## src/hw/rtl/interval_map_table_unit_defines.svh

```systemverilog
// Assertion macros shared by the interval map table RTL.
// Used by imt_core.sv; expects clk and rst_n in scope.
`ifndef INTERVAL_MAP_TABLE_UNIT_DEFINES_SVH
`define INTERVAL_MAP_TABLE_UNIT_DEFINES_SVH

// Same-cycle implication, disabled during reset
`define IMT_ASSERT_IMP(lbl, ante, cons, msg) \
    lbl: assert property (@(posedge clk) disable iff (!rst_n) (ante) |-> (cons)) \
        else $error(msg);

// Next-cycle implication, disabled during reset
`define IMT_ASSERT_NXT(lbl, ante, cons, msg) \
    lbl: assert property (@(posedge clk) disable iff (!rst_n) (ante) |=> (cons)) \
        else $error(msg);

`endif

```

## src/hw/rtl/imt_ram.sv

```systemverilog
// Generic single-write, single-read synchronous RAM with registered read.
// No dependencies.
`timescale 1ns / 1ps

module imt_ram #(
    parameter int WIDTH = 8,
    parameter int DEPTH = 64
) (
    input  logic                     clk,
    input  logic                     we,
    input  logic [$clog2(DEPTH)-1:0] waddr,
    input  logic [WIDTH-1:0]         wdata,
    input  logic [$clog2(DEPTH)-1:0] raddr,
    output logic [WIDTH-1:0]         rdata
);

    logic [WIDTH-1:0] mem [DEPTH];
    logic [WIDTH-1:0] rdata_reg;

    // Write port and registered read port
    always_ff @(posedge clk)
    begin
        if (we)
        begin
            mem[waddr] <= wdata;
        end
        rdata_reg <= mem[raddr];
    end

    assign rdata = rdata_reg;

endmodule

```

## config.mk

```make
export PLATFORM = sky130hd
export DESIGN_NAME = imt_ram
export DESIGN_NICKNAME = d
export VERILOG_FILES = /design/src/hw/rtl/interval_map_table_unit_defines.svh /design/src/hw/rtl/imt_ram.sv
export SDC_FILE = /design/constraint.sdc
export NUM_CORES = 1
export LEC_CHECK = 0
export ABC_AREA = 1
export ABC_CLOCK_PERIOD_IN_PS = 4400
export CORE_ASPECT_RATIO = 1.75
export CORE_UTILIZATION = 68
export CTS_CLUSTER_SIZE = 10
export DETAILED_ROUTE_END_ITERATION = 8
export DONT_BUFFER_PORTS = 1
export PLACE_DENSITY = 0.84
export SYNTH_ARGS = -nofsm -noshare
export SYNTH_HDL_FRONTEND = slang
export SYNTH_SLANG_ARGS = --single-unit
```

## constraint.sdc

```tcl
create_clock -name clk -period 4.4 [get_ports clk]
set_clock_uncertainty 0.15 [all_clocks]
set_input_delay 0.44 -clock clk [delete_from_list [all_inputs] [get_ports clk]]
set_output_delay 0.44 -clock clk [all_outputs]
set_load 0.005 [all_outputs]
```

==> impl_metrics.py <==
metrics = {
    "yosys": {
        "synthXorXnorAreaFrac_pct": 0,
        "synthCells": 1805,
        "avgSynthCellArea_sq_um": 11.8,
        "yosys-top-cells-area": "edfxtp_1 72%, nand2_1 11%, nand3_1 10%",
        "syn_area_sq_um": 21300,
        "synth-seq-cells": 520,
        "yosysWarnings": 0,
        "ys_types": 16,
        "synth_commonest_cells": "648 x nand2_1, 512 x edfxtp_1, 439 x nand3_1",
        "synth_top_area_share_pct": 72.0,
        "synth_compound_area_share_pct": 0,
        "synth-simple-area-share_pct": 23.2,
        "async_flop_share_pct": 0,
        "ys_seq_area_share_pct": 72.8,
        "synth_adder_area_share_pct": 0,
        "muxShareOfSynthArea_pct": 0,
        "syn-num-nets": 1827,
        "synth-main-ff-cell": "edfxtp_1",
        "synth_edf_count": 512,
        "yosys.area.top_type": "edfxtp_1",
        "synth_top_family_by_area": "simple AND/OR/NAND/NOR gates",
        "synthMostInstantiatedCell": "nand2_1",
    },
    "power": {
        "leakagePower_nw": 8.22,
        "powerDensity_nw_per_um2": 443,
        "vdd_ir_drop_max_mv": 0.390,
    },
    "global_routing": {
        "grt_pass1_wl_um": 79200,
        "grt_pass1_vias": 13940,
        "antenna_found_initial": 0,
        "grt_start_max_net_pins": 258,
        "globalRouteTotalUtil_pct": 33.6,
        "gr-total-overflow": 0,
    },
    "placed_design": {
        "dp_hpwl_um": 27800,
        "place.port_buffers": 0,
        "place.gp.congestion": 0.935,
        "place_worst_setup_slack_ns": 1.72,
    },
    "floorplanning": {
        "core_sq_um": 30800,
        "initial_core_util_pct": 69.2,
        "num_io_pins": 30,
        "die_area_sq_um": 32100,
        "dieHeight_um": 236,
        "row_count": 85,
        "die_x_um": 136,
    },
    "layout": {
        "antenna_cells": 0,
        "nNetsFinal": 1800,
        "area_growth_pct": 7.85,
        "final_layout_size_suffix_gt1_share_pct": 4.71,
        "largest_register_ffs": 512,
    },
    "routing": {
        "drc": 0,
        "firstDrtPassIters": 7,
        "vias": 14139,
        "first_iter_violations": 1993,
        "routedWlPerCell_um": 23.4,
        "antenna_left": 0,
        "vias_per_cell": 6.44,
        "drt-total-wl_um": 51400,
    },
    "timing": {
        "timing.final.crit_share_pct": 68.9,
        "setup_violations": 0,
        "slew_viol_final": 0,
        "setup_slack_ns": 1.37,
        "hold_viol": 0,
        "setup_tns_ns": 0,
        "timing.fmax_mhz": 330,
        "slew_headroom_pct": 21.4,
        "grt_setup_unrepaired": "no",
        "tightest_slew_ns": 1.18,
        "min_period_ns": 3.03,
    },
    "min_path": {
        "hold_path_class": "in -> reg",
    },
    "status": {
        "status": "completed",
    },
    "cts": {
        "cts_tree": "yes",
        "clock_sinks": 520,
        "cts_max_level": 2,
        "cts_buffer_depth": 3,
        "clk_pin_slew_ns": 0.05,
        "cts_setup_buffers": 0,
        "root_buffer": "clkbuf_16",
        "cts_made_buffers": 57,
        "clk_latency_ns": 0.59,
    },
    "critical_path": {
        "worst_setup_path_start_kind": "input port",
        "worstSetupEndpointType": "flip-flop",
        "critPathArrivalTime_ns": 3.41,
        "crit_required_ns": 4.78,
        "crit_type": "in -> reg",
        "crit_fanout": 257,
    },
    "flow_run": {
        "maxCapViolCount": 0,
    },
}
==> metrics by stage <==
step                util [%]  hold WS (ns)  instance area, sq um  total power [mW]  std cells
floorplan                  -         0.389                 21300              5.98       1805
global placement        68.6         0.395                 21200              6.00       2097
detailed placement      68.6         0.393                 21200              6.01       2097
CTS                     74.6       0.00204                 23000              10.2       2195
global route            74.6        0.0389                 23000              10.4       2195
finish                  74.6       0.00697                 23000              10.2       2195
==> worst max-delay path: stages <==
cell	delay (ns)
inv_6	0.92
buf_4	0.43
nand2_1	0.10
nand3_1	0.08
nand3_1	0.09
nand2_1	0.09
nand2_1	0.06
nand3_1	0.12
nand3_1	0.08
dlygate4sd3_1	0.56
nand2_1	0.06
==> per-layer routing <==
layer | vias up | global-route usage [%] | wire (um)
met1 | 6694 | 41.5 | 16700
met3 | 217 | 6.49 | 5370
met2 | 953 | 54.5 | 25900
met5 | - | 0 | 0
li1 | 6275 | - | -
met4 | 0 | 21.0 | 3440
==> path summary, 6_finish.rpt <==
path	from	to	slack, ns	cells after the start
setup / recovery	raddr[0]	rdata[4]$_DFF_P_	1.37	11
hold reg to reg	mem[10][0]$_DFFE_PP_	rdata[0]$_DFF_P_	0.68	8
setup reg to reg	mem[57][6]$_DFFE_PP_	rdata[6]$_DFF_P_	2.31	9
hold / removal	raddr[3]	rdata[1]$_DFF_P_	0.007	4
==> what timing repair did <==
action | 4_1_cts | 5_1_grt
resized for setup | 0 | 0
hold buffers | 13 | 0
hold endpoints to repair | 520 | 0
==> report_power, final <==
| group | leakage [nW] | total, mW | internal [mW] | switching (mW) |
|---|---|---|---|---|
| Combinational | 2.78 | 0.536 | 0.152 | 0.384 |
| Sequential | 4.67 | 5.50 | 5.49 | 0.0192 |
| Clock | 0.761 | 4.15 | 2.42 | 1.73 |
| Total | 8.22 | 10.2 | 8.05 | 2.13 |
==> logic make-up after synthesis <==
family,count (synthesis)
buf+inv,125
flops,520
simple gates,1160
==> cell type report <==
class	instances	area, sq um
clock buffer	84	1570
clock inverter	1	8.76
fill	1868	7830
inverter	12	52.6
multi-input combinational	1160	4950
sequential	520	15500
tap	391	489
timing repair buffer	27	413
==> layout by cell type (no fill, tap or decap) <==
cell / n
nor2_1: 56
dfxtp_1: 8
buf_16: 8
buf_12: 3
clkbuf_1: 25
nor4_1: 8
nand3_1: 439
nand2_1: 648
inv_1: 9
inv_6: 2
inv_2: 1
dlygate4sd3_1: 5
nand4_1: 9
buf_4: 11
inv_4: 1
clkbuf_16: 59
edfxtp_1: 512
Note: power is estimated with default switching activity, not from simulation.
