### src/hw/rtl/interval_map_table_unit_defines.svh
// Assertion macros shared by the interval map table RTL.
// Used by imt_core.sv; expects clk and rst_n in scope.
`ifndef INTERVAL_MAP_TABLE_UNIT_DEFINES_SVH
`define INTERVAL_MAP_TABLE_UNIT_DEFINES_SVH

// Same-cycle implication, disabled during reset
`define IMT_ASSERT_IMP(lbl, ante, cons, msg) \
    lbl: assert property (@(posedge clk) disable iff (!rst_n) (ante) |-> (cons)) \
        else $error(msg);

// Next-cycle implication, disabled during reset
`define IMT_ASSERT_NXT(lbl, ante, cons, msg) \
    lbl: assert property (@(posedge clk) disable iff (!rst_n) (ante) |=> (cons)) \
        else $error(msg);

`endif

### src/hw/rtl/imt_pkg.sv
// Package for the interval map table: widths, codes, entry and result types.
// No dependencies; imported by imt_core, interval_map_table_unit and the testbench.
`timescale 1ns / 1ps

package imt_pkg;

    localparam int MAX_ENTRIES = 64;
    localparam int POS_BITS    = 24;
    localparam int VALUE_BITS  = 32;
    localparam int IDX_BITS    = $clog2(MAX_ENTRIES);
    localparam int CNT_BITS    = $clog2(MAX_ENTRIES + 1);
    localparam int IPOS_BITS   = POS_BITS + 1;

    typedef enum logic [2:0] {
        OP_LOOKUP = 3'd0,
        OP_PUT    = 3'd1,
        OP_REMOVE = 3'd2,
        OP_CLEAR  = 3'd3,
        OP_READ   = 3'd4
    } op_t;

    localparam logic [2:0] ST_OK        = 3'd0;
    localparam logic [2:0] ST_EMPTY     = 3'd1;
    localparam logic [2:0] ST_START_GT  = 3'd2;
    localparam logic [2:0] ST_FULL      = 3'd3;
    localparam logic [2:0] ST_BAD_INDEX = 3'd4;

    // One stored interval, internal closed-open form
    typedef struct packed {
        logic [IPOS_BITS-1:0]  lo;
        logic [IPOS_BITS-1:0]  hi;
        logic [VALUE_BITS-1:0] data;
    } entry_t;

    localparam int ENTRY_BITS = $bits(entry_t);

    // Input item
    typedef struct packed {
        logic [2:0]            operation;
        logic [POS_BITS-1:0]   lookup_position;
        logic [POS_BITS-1:0]   range_start;
        logic [POS_BITS-1:0]   range_end;
        logic [VALUE_BITS-1:0] new_value;
        logic [VALUE_BITS-1:0] default_value;
        logic [5:0]            entry_index;
    } req_t;

    // Result item
    typedef struct packed {
        logic [2:0]            status;
        logic                  found;
        logic [VALUE_BITS-1:0] result_value;
        logic [POS_BITS-1:0]   result_start;
        logic [POS_BITS-1:0]   result_end;
        logic [6:0]            entry_total;
    } res_t;

endpackage

### src/hw/rtl/imt_core.sv
// Sequencer of the interval map table: scans, rewrites and reads the entry banks.
// Depends on imt_pkg and interval_map_table_unit_defines.svh.
`timescale 1ns / 1ps
`include "interval_map_table_unit_defines.svh"

module imt_core
    import imt_pkg::*;
(
    input  logic                clk,
    input  logic                rst_n,
    input  logic                in_valid,
    output logic                in_ready,
    input  req_t                req,
    input  logic [1:0]          end_mode,
    output logic                res_valid,
    input  logic                res_ready,
    output res_t                res,
    output logic [IDX_BITS-1:0] rd_addr,
    input  logic [ENTRY_BITS-1:0] rd_data_a,
    input  logic [ENTRY_BITS-1:0] rd_data_b,
    output logic                we_a,
    output logic                we_b,
    output logic [IDX_BITS-1:0] wr_addr,
    output logic [ENTRY_BITS-1:0] wr_data
);

    typedef enum logic [3:0] {
        S_IDLE,
        S_LOOK_RD,
        S_LOOK_CHK,
        S_READ_RD,
        S_READ_CHK,
        S_APPLY_RD,
        S_APPLY_GOT,
        S_EMIT,
        S_TAIL,
        S_FLUSH,
        S_DONE
    } state_t;

    state_t                 state_reg;
    logic [CNT_BITS-1:0]    count_reg;
    logic                   bank_reg;     // bank holding the live table
    logic [CNT_BITS-1:0]    i_reg;        // scan index
    logic [CNT_BITS-1:0]    n_reg;        // write index into the spare bank
    logic                   is_put_reg;
    logic                   placed_reg;
    logic                   so_reg;
    logic                   ec_reg;
    logic [POS_BITS-1:0]    pos_reg;
    logic [IPOS_BITS-1:0]   lo_reg;
    logic [IPOS_BITS-1:0]   hi_reg;
    logic [VALUE_BITS-1:0]  nv_reg;
    entry_t                 p0_reg;
    entry_t                 p2_reg;
    logic [2:0]             pend_reg;     // pieces left to emit: left, new, right
    entry_t                 hold_reg;     // last emitted entry, not yet written
    logic                   hold_v_reg;
    logic                   hold_new_reg;
    res_t                   res_reg;

    entry_t                 rd_ent;
    entry_t                 new_ent;
    entry_t                 em_ent;
    logic                   em_valid;
    logic                   em_new;
    logic                   merge_prev;
    logic                   merge_next;
    logic                   wr_en;
    logic [IPOS_BITS-1:0]   lo_in;
    logic [IPOS_BITS-1:0]   hi_in;
    logic                   last_idx;
    state_t                 idle_state;
    res_t                   idle_res;

    assign rd_ent  = entry_t'(bank_reg ? rd_data_b : rd_data_a);
    assign new_ent = '{lo: lo_reg, hi: hi_reg, data: nv_reg};
    assign rd_addr = i_reg[IDX_BITS-1:0];
    assign lo_in   = {1'b0, req.range_start} + IPOS_BITS'(end_mode[1]);
    assign hi_in   = {1'b0, req.range_end} + IPOS_BITS'(end_mode[0]);
    assign last_idx = (i_reg + CNT_BITS'(1)) >= count_reg;

    // Decode an incoming transfer: first result fields and next state
    always_comb
    begin
        idle_res             = '0;
        idle_res.entry_total = 7'(count_reg);
        idle_state           = S_DONE;
        unique case (req.operation)
            OP_LOOKUP:
            begin
                idle_res.result_value = req.default_value;
                if (count_reg != '0)
                begin
                    idle_state = S_LOOK_RD;
                end
            end
            OP_PUT, OP_REMOVE:
            begin
                if (req.range_start > req.range_end)
                begin
                    idle_res.status = ST_START_GT;
                end
                else if (lo_in >= hi_in)
                begin
                    idle_res.status = ST_EMPTY;
                end
                else if ((8'(count_reg) + ((req.operation == OP_PUT) ?
                          8'd2 : 8'd1)) > 8'(MAX_ENTRIES))
                begin
                    idle_res.status = ST_FULL;
                end
                else
                begin
                    idle_state = S_APPLY_RD;
                end
            end
            OP_CLEAR:
            begin
                idle_res.entry_total = '0;
            end
            OP_READ:
            begin
                if (CNT_BITS'(req.entry_index) < count_reg)
                begin
                    idle_state = S_READ_RD;
                end
                else
                begin
                    idle_res.status = ST_BAD_INDEX;
                end
            end
            default:
            begin
            end
        endcase
    end

    // Choose the piece emitted this cycle
    always_comb
    begin
        em_valid = 1'b0;
        em_new   = 1'b0;
        em_ent   = p2_reg;
        if (state_reg == S_EMIT)
        begin
            em_valid = 1'b1;
            if (pend_reg[0])
            begin
                em_ent = p0_reg;
            end
            else if (pend_reg[1])
            begin
                em_ent = new_ent;
                em_new = 1'b1;
            end
        end
        else if (state_reg == S_TAIL)
        begin
            em_valid = is_put_reg && !placed_reg;
            em_ent   = new_ent;
            em_new   = 1'b1;
        end
    end

    // Merge with equal-valued neighbours, write the held entry otherwise
    assign merge_prev = em_new && hold_v_reg && (hold_reg.hi == lo_reg)
                        && (hold_reg.data == nv_reg);
    assign merge_next = !em_new && hold_v_reg && hold_new_reg
                        && (em_ent.lo == hold_reg.hi) && (em_ent.data == nv_reg);
    assign wr_en = ((em_valid && !merge_prev && !merge_next) || state_reg == S_FLUSH)
                   && hold_v_reg;
    assign we_a    = wr_en && bank_reg;
    assign we_b    = wr_en && !bank_reg;
    assign wr_addr = n_reg[IDX_BITS-1:0];
    assign wr_data = hold_reg;

    assign in_ready  = (state_reg == S_IDLE);
    assign res_valid = (state_reg == S_DONE);
    assign res       = res_reg;

    // Sequencer
    always_ff @(posedge clk or negedge rst_n)
    begin
        if (!rst_n)
        begin
            state_reg    <= S_IDLE;
            count_reg    <= '0;
            bank_reg     <= 1'b0;
            i_reg        <= '0;
            n_reg        <= '0;
            is_put_reg   <= 1'b0;
            placed_reg   <= 1'b0;
            pend_reg     <= '0;
            hold_v_reg   <= 1'b0;
            hold_new_reg <= 1'b0;
            so_reg       <= 1'b0;
            ec_reg       <= 1'b0;
        end
        else
        begin
            unique case (state_reg)
                S_IDLE:
                begin
                    if (in_valid)
                    begin
                        pos_reg    <= req.lookup_position;
                        lo_reg     <= lo_in;
                        hi_reg     <= hi_in;
                        nv_reg     <= req.new_value;
                        so_reg     <= end_mode[1];
                        ec_reg     <= end_mode[0];
                        is_put_reg <= (req.operation == OP_PUT);
                        i_reg      <= (req.operation == OP_READ) ?
                                      CNT_BITS'(req.entry_index) : '0;
                        n_reg      <= '0;
                        hold_v_reg <= 1'b0;
                        hold_new_reg <= 1'b0;
                        placed_reg <= 1'b0;
                        res_reg    <= idle_res;
                        state_reg  <= idle_state;
                        if (req.operation == OP_CLEAR)
                        begin
                            count_reg <= '0;
                        end
                    end
                end
                S_LOOK_RD:
                begin
                    state_reg <= S_LOOK_CHK;
                end
                S_LOOK_CHK:
                begin
                    if ({1'b0, pos_reg} >= rd_ent.lo && {1'b0, pos_reg} < rd_ent.hi)
                    begin
                        res_reg.found        <= 1'b1;
                        res_reg.result_value <= rd_ent.data;
                        state_reg            <= S_DONE;
                    end
                    else
                    begin
                        i_reg     <= i_reg + CNT_BITS'(1);
                        state_reg <= last_idx ? S_DONE : S_LOOK_RD;
                    end
                end
                S_READ_RD:
                begin
                    state_reg <= S_READ_CHK;
                end
                S_READ_CHK:
                begin
                    res_reg.found        <= 1'b1;
                    res_reg.result_value <= rd_ent.data;
                    res_reg.result_start <= POS_BITS'(rd_ent.lo - IPOS_BITS'(so_reg));
                    res_reg.result_end   <= POS_BITS'(rd_ent.hi - IPOS_BITS'(ec_reg));
                    state_reg            <= S_DONE;
                end
                S_APPLY_RD:
                begin
                    state_reg <= (i_reg >= count_reg) ? S_TAIL : S_APPLY_GOT;
                end
                S_APPLY_GOT:
                begin
                    // split the stored entry against the new range
                    if (rd_ent.hi <= lo_reg || rd_ent.lo >= hi_reg)
                    begin
                        p2_reg <= rd_ent;
                        if (rd_ent.lo >= hi_reg && !placed_reg)
                        begin
                            placed_reg <= 1'b1;
                            pend_reg   <= {1'b1, is_put_reg, 1'b0};
                        end
                        else
                        begin
                            pend_reg <= 3'b100;
                        end
                        state_reg <= S_EMIT;
                    end
                    else
                    begin
                        p0_reg     <= '{lo: rd_ent.lo, hi: lo_reg, data: rd_ent.data};
                        p2_reg     <= '{lo: hi_reg, hi: rd_ent.hi, data: rd_ent.data};
                        placed_reg <= 1'b1;
                        pend_reg   <= {rd_ent.hi > hi_reg, is_put_reg && !placed_reg,
                                       rd_ent.lo < lo_reg};
                        if (!(rd_ent.hi > hi_reg) && !(is_put_reg && !placed_reg)
                            && !(rd_ent.lo < lo_reg))
                        begin
                            i_reg     <= i_reg + CNT_BITS'(1);
                            state_reg <= S_APPLY_RD;
                        end
                        else
                        begin
                            state_reg <= S_EMIT;
                        end
                    end
                end
                S_EMIT, S_TAIL:
                begin
                    if (em_valid)
                    begin
                        if (merge_prev)
                        begin
                            hold_reg.hi  <= hi_reg;
                            hold_new_reg <= 1'b1;
                        end
                        else if (merge_next)
                        begin
                            hold_reg.hi  <= em_ent.hi;
                            hold_new_reg <= 1'b0;
                        end
                        else
                        begin
                            hold_reg     <= em_ent;
                            hold_v_reg   <= 1'b1;
                            hold_new_reg <= em_new;
                        end
                    end
                    if (wr_en)
                    begin
                        n_reg <= n_reg + CNT_BITS'(1);
                    end
                    if (state_reg == S_TAIL)
                    begin
                        state_reg <= S_FLUSH;
                    end
                    else
                    begin
                        priority if (pend_reg[0])
                        begin
                            pend_reg[0] <= 1'b0;
                            if (pend_reg[2:1] == 2'b00)
                            begin
                                i_reg     <= i_reg + CNT_BITS'(1);
                                state_reg <= S_APPLY_RD;
                            end
                        end
                        else if (pend_reg[1])
                        begin
                            pend_reg[1] <= 1'b0;
                            if (!pend_reg[2])
                            begin
                                i_reg     <= i_reg + CNT_BITS'(1);
                                state_reg <= S_APPLY_RD;
                            end
                        end
                        else
                        begin
                            pend_reg[2] <= 1'b0;
                            i_reg       <= i_reg + CNT_BITS'(1);
                            state_reg   <= S_APPLY_RD;
                        end
                    end
                end
                S_FLUSH:
                begin
                    count_reg <= n_reg + CNT_BITS'(hold_v_reg);
                    res_reg.entry_total <= 7'(n_reg + CNT_BITS'(hold_v_reg));
                    bank_reg  <= !bank_reg;
                    state_reg <= S_DONE;
                end
                S_DONE:
                begin
                    if (res_ready)
                    begin
                        state_reg <= S_IDLE;
                    end
                end
                default:
                begin
                    state_reg <= S_IDLE;
                end
            endcase
        end
    end

    `IMT_ASSERT_IMP(a_wr_in_range, wr_en, n_reg < CNT_BITS'(MAX_ENTRIES), "write past table end")
    `IMT_ASSERT_IMP(a_count_max, 1'b1, count_reg <= CNT_BITS'(MAX_ENTRIES), "count above depth")
    `IMT_ASSERT_NXT(a_clear, in_valid && in_ready && req.operation == OP_CLEAR, count_reg == '0, "clear did not empty table")
    `IMT_ASSERT_IMP(a_one_bank_write, 1'b1, !(we_a && we_b), "both banks written")

endmodule

### config.mk
export PLATFORM = sky130hd
export DESIGN_NAME = imt_core
export DESIGN_NICKNAME = d
export VERILOG_FILES = /design/src/hw/rtl/imt_pkg.sv /design/src/hw/rtl/imt_core.sv
export VERILOG_INCLUDE_DIRS = /design/src /design/src/hw/rtl
export SDC_FILE = /design/constraint.sdc
export NUM_CORES = 1
export LEC_CHECK = 0
export BUFFER_PORTS_ARGS = -buffer_cell sky130_fd_sc_hd__buf_2
export CAP_MARGIN = 20
export CORE_UTILIZATION = 25
export DETAILED_ROUTE_END_ITERATION = 10
export GPL_TIMING_DRIVEN = 0
export PLACE_DENSITY = 0.51
export RECOVER_POWER = 50
export SLEW_MARGIN = 10
export SYNTH_ARGS = -nofsm -noshare
export SYNTH_HDL_FRONTEND = slang
export SYNTH_SLANG_ARGS = --single-unit
### constraint.sdc
create_clock -name clk -period 17.7 [get_ports clk]
set_input_delay 2.655 -clock clk [delete_from_list [all_inputs] [get_ports clk]]
set_output_delay 2.655 -clock clk [all_outputs]
set_load 0.02 [all_outputs]
==> flow_metrics.env <==
export IMPL_die_x_um=347
export IMPL_finalWorstSetupSlack_ns=8.02
export IMPL_power_density_nw_per_um2=134
export IMPL_place_ws_ns=10.04
export IMPL_path_max_fanout=22
export IMPL_drv_slew=68
export IMPL_setup_viol=0
export IMPL_max_clock_freq_mhz=103
export IMPL_syn_cell_area_um2=29700
export IMPL_syn_instance_count=2745
export IMPL_cts_tree="yes"
export IMPL_ys_warn_count=0
export IMPL_antenna_found_initial=10
export IMPL_crit_arrival_ns=10.07
export IMPL_hold_class="reg -> reg"
export IMPL_drt_pass1_iter_count=8
export IMPL_cts_sinks=478
export IMPL_synth_seq_cells=478
export IMPL_holdWs_ns=0.520
export IMPL_async_flop_share_pct=7.32
export IMPL_post_cts_buffers=0
export IMPL_synth_edf_count=443
export IMPL_avgSynthCellArea_um2=10.8
export IMPL_grt_max_degree=39
export IMPL_synth_top_area_share_pct=44.8
export IMPL_htreeDepth=2
export IMPL_largest_register_ffs=91
export IMPL_clkTransAtPathRegs_ns=0.06
export IMPL_vias=25100
export IMPL_ys_types=86
export IMPL_fin_crit_sh_pct=54.7
export IMPL_path_buf_inv=11
export IMPL_grt_pass1_wl_um=180000
export IMPL_io_pins=504
export IMPL_viasPerCell=5.11
export IMPL_path_cells="clkbuf_1 -> clkbuf_1 -> clkbuf_1 -> clkbuf_1 -> clkbuf_1 -> clkbuf_1 -> mux2i_1 -> inv_1 -> ha_1 -> a21o_1 -> a21o_1 -> a21oi_1 -> o21ai_0 -> or4b_2 -> o211ai_1 -> nor2b_4 -> buf_16 -> buf_16 -> buf_12 -> buf_12"
export IMPL_final_setup_tns_ns=0
export IMPL_die_y_um=347
export IMPL_yosys_area_share_xor_xnor_pct=4.60
export IMPL_ir_drop_v=0.0000770
export IMPL_rrSetupSlack_ns=8.02
export IMPL_drive_gt1_share_pct=17.3
export IMPL_cts_hold_buf=0
export IMPL_fp_coreArea_um2=118000
export IMPL_dp_hpwl_um=106000
export IMPL_crit_top_cell="clkbuf_1"
export IMPL_hold_viol_final=0
export IMPL_die_area_um2=120000
export IMPL_use_met2_pct=34.4
export IMPL_num_rows=126
export IMPL_synthTopCellsByArea="edfxtp_1 (45%), ha_1 (9.5%), mux2i_1 (4.4%)"
export IMPL_slowest_delay_ns=1.20
export IMPL_path_delay_family="buffers and inverters"
export IMPL_synth_compound_area_share_pct=13.6
export IMPL_grt_overflow_total=0
export IMPL_drc_errors=0
export IMPL_ctsResizeCount=0
export IMPL_grt_usage_pct=21.0
export IMPL_synth_fp_nets=3287
export IMPL_finalPower_uw=4850
export IMPL_yosys_area_share_simple_pct=11.8
export IMPL_rsz0062_at_grt="false"
export IMPL_final_nets=3874
export IMPL_drtIter0Drc=2479
export IMPL_yosysTopAreaCell="edfxtp_1"
export IMPL_status="complete, but fails checks"
export IMPL_ys_seq_area_share_pct=47.8
export IMPL_cp_depth=20
export IMPL_root_buffer="clkbuf_16"
export IMPL_gp_congestion=0.979
export IMPL_crit_path_end_kind="register"
export IMPL_cap_violations=3
export IMPL_wl_um=131000
export IMPL_worst_pin_slew_ns=2.09
export IMPL_required_ns=18.09
export IMPL_busiest_layer="met2"
export IMPL_leakagePower_uw=0.0147
export IMPL_cts_path_max_buffers=3
export IMPL_finClkSkew_ns=0.0197
export IMPL_ant_nets=0
export IMPL_synth_fa_ha_area_share_pct=9.66
export IMPL_r2r_worst_path_cells=20
export IMPL_relSlewSlack_pct=-39.4
export IMPL_grt_pass1_vias=24100
export IMPL_synthMuxAreaShare_pct=7.69
export IMPL_synth_top_family_by_area="compound AO/OA/AOI/OAI gates"
export IMPL_layout_min_cycle_time_ns=9.68
export IMPL_finish_utilization_pct=30.6
export IMPL_violations="capacitance limit, slew limit"
export IMPL_worstSetupStartpointType="register"
export IMPL_fillerInstances=12300
export IMPL_routedWlPerCell_um=26.5
export IMPL_area_growth_pct=21.6
export IMPL_whs_path_depth=2
export IMPL_clk_latency_ns=0.64
export IMPL_grt_use_met1_pct=26.9
export IMPL_start_util_pct=25.2
export IMPL_crit_type="reg -> reg"
export IMPL_grt_use_met3_pct=4.48
export IMPL_cp_slowest_cell="clkbuf_1"
export IMPL_cts_buffers=55
export IMPL_synthFlopType="edfxtp_1"
export IMPL_io_buffers=501
[layer usage]
metal | routed length (µm) | part of all wire (%)
met3 | 10100 | 7.8
met4 | 5620 | 4.3
met1 | 54100 | 41
met5 | 59 | 0.045
met2 | 60600 | 46
[kinds of logic (layout without fill, tap and decap cells)]
logic type,Yosys count,count (layout)
buffers and inverters,336,969
DFF,478,478
AOI/OAI and AO/OA,607,607
adders and majority gates,229,229
xor gates and xnor gates,156,156
other,0,2
muxes,217,217
and+or+nand+nor,722,722
[final timing paths]
kind	from	to
max in group asynchronous	rst_n	bank_reg
worst max-delay path	bank_reg	p0_reg[4]
min in group asynchronous	rst_n	n_reg[6]
worst max register to register	bank_reg	p0_reg[4]
worst min register to register	is_put_reg	is_put_reg
worst min-delay path	is_put_reg	is_put_reg
[Yosys cell counts, types with 66 or more instances]
| master | count |
|---|---|
| edfxtp_1 | 443 |
| ha_1 | 226 |
| inv_1 | 205 |
| nor2_1 | 193 |
| nand2_1 | 189 |
| o21ai_0 | 137 |
| a21oi_1 | 134 |
| xnor2_1 | 132 |
| mux2i_1 | 129 |
| nand3_1 | 89 |
| mux2_2 | 88 |
| a22oi_1 | 79 |
| nand4_1 | 66 |
[tightest hold or removal path, delay by kind of cell, from the launching register on]
| family | cells | cell delay, ns |
|---|---|---|
| DFF | 1 | 0.37 |
| and+or+nand+nor | 1 | 0.05 |
| AOI/OAI and AO/OA | 1 | 0.06 |
[placed cells by master, fill, tap and decap left out, types with 48 or more instances in the layout]
cell type / instances
nand3_1: 89
o21ai_0: 137
nand2_1: 189
mux2_2: 51
xnor2_1: 132
nor2_1: 192
a21o_1: 48
inv_1: 205
nor3_1: 52
nand4_1: 66
clkbuf_16: 56
edfxtp_1: 443
a22oi_1: 81
a21oi_1: 134
clkbuf_1: 237
mux2i_1: 129
ha_1: 226
buf_2: 374
[report_power, final]
part	total (µW)	switching, µW	leakage [µW]	internal (µW)
Clock	1180	509	0.000872	670
Combinational	2120	1430	0.00933	695
Sequential	1550	110	0.00447	1440
[per-stage QoR]
stage	instances	area (µm²)
after floorplan	2745	29700
after global placement	4782	34100
after detailed placement	4808	34600
after CTS	4911	36400
after global routing	4915	36100
final	4916	36100
[cell type report]
class                   count  area [µm²]  area share, %
repair buffers            530        2710           7.51
well taps                1536        1920           5.33
clock buffers              65        1440           3.98
flip-flops and latches    478       14200           39.3
plain buffers             129         616           1.71
diodes                      2        5.00         0.0139
multi-input cells        1931       14100           39.0
clock inverters            38         382           1.06
inverters                 207         777           2.15
No activity file was read; power rests on OpenSTA's default activity.
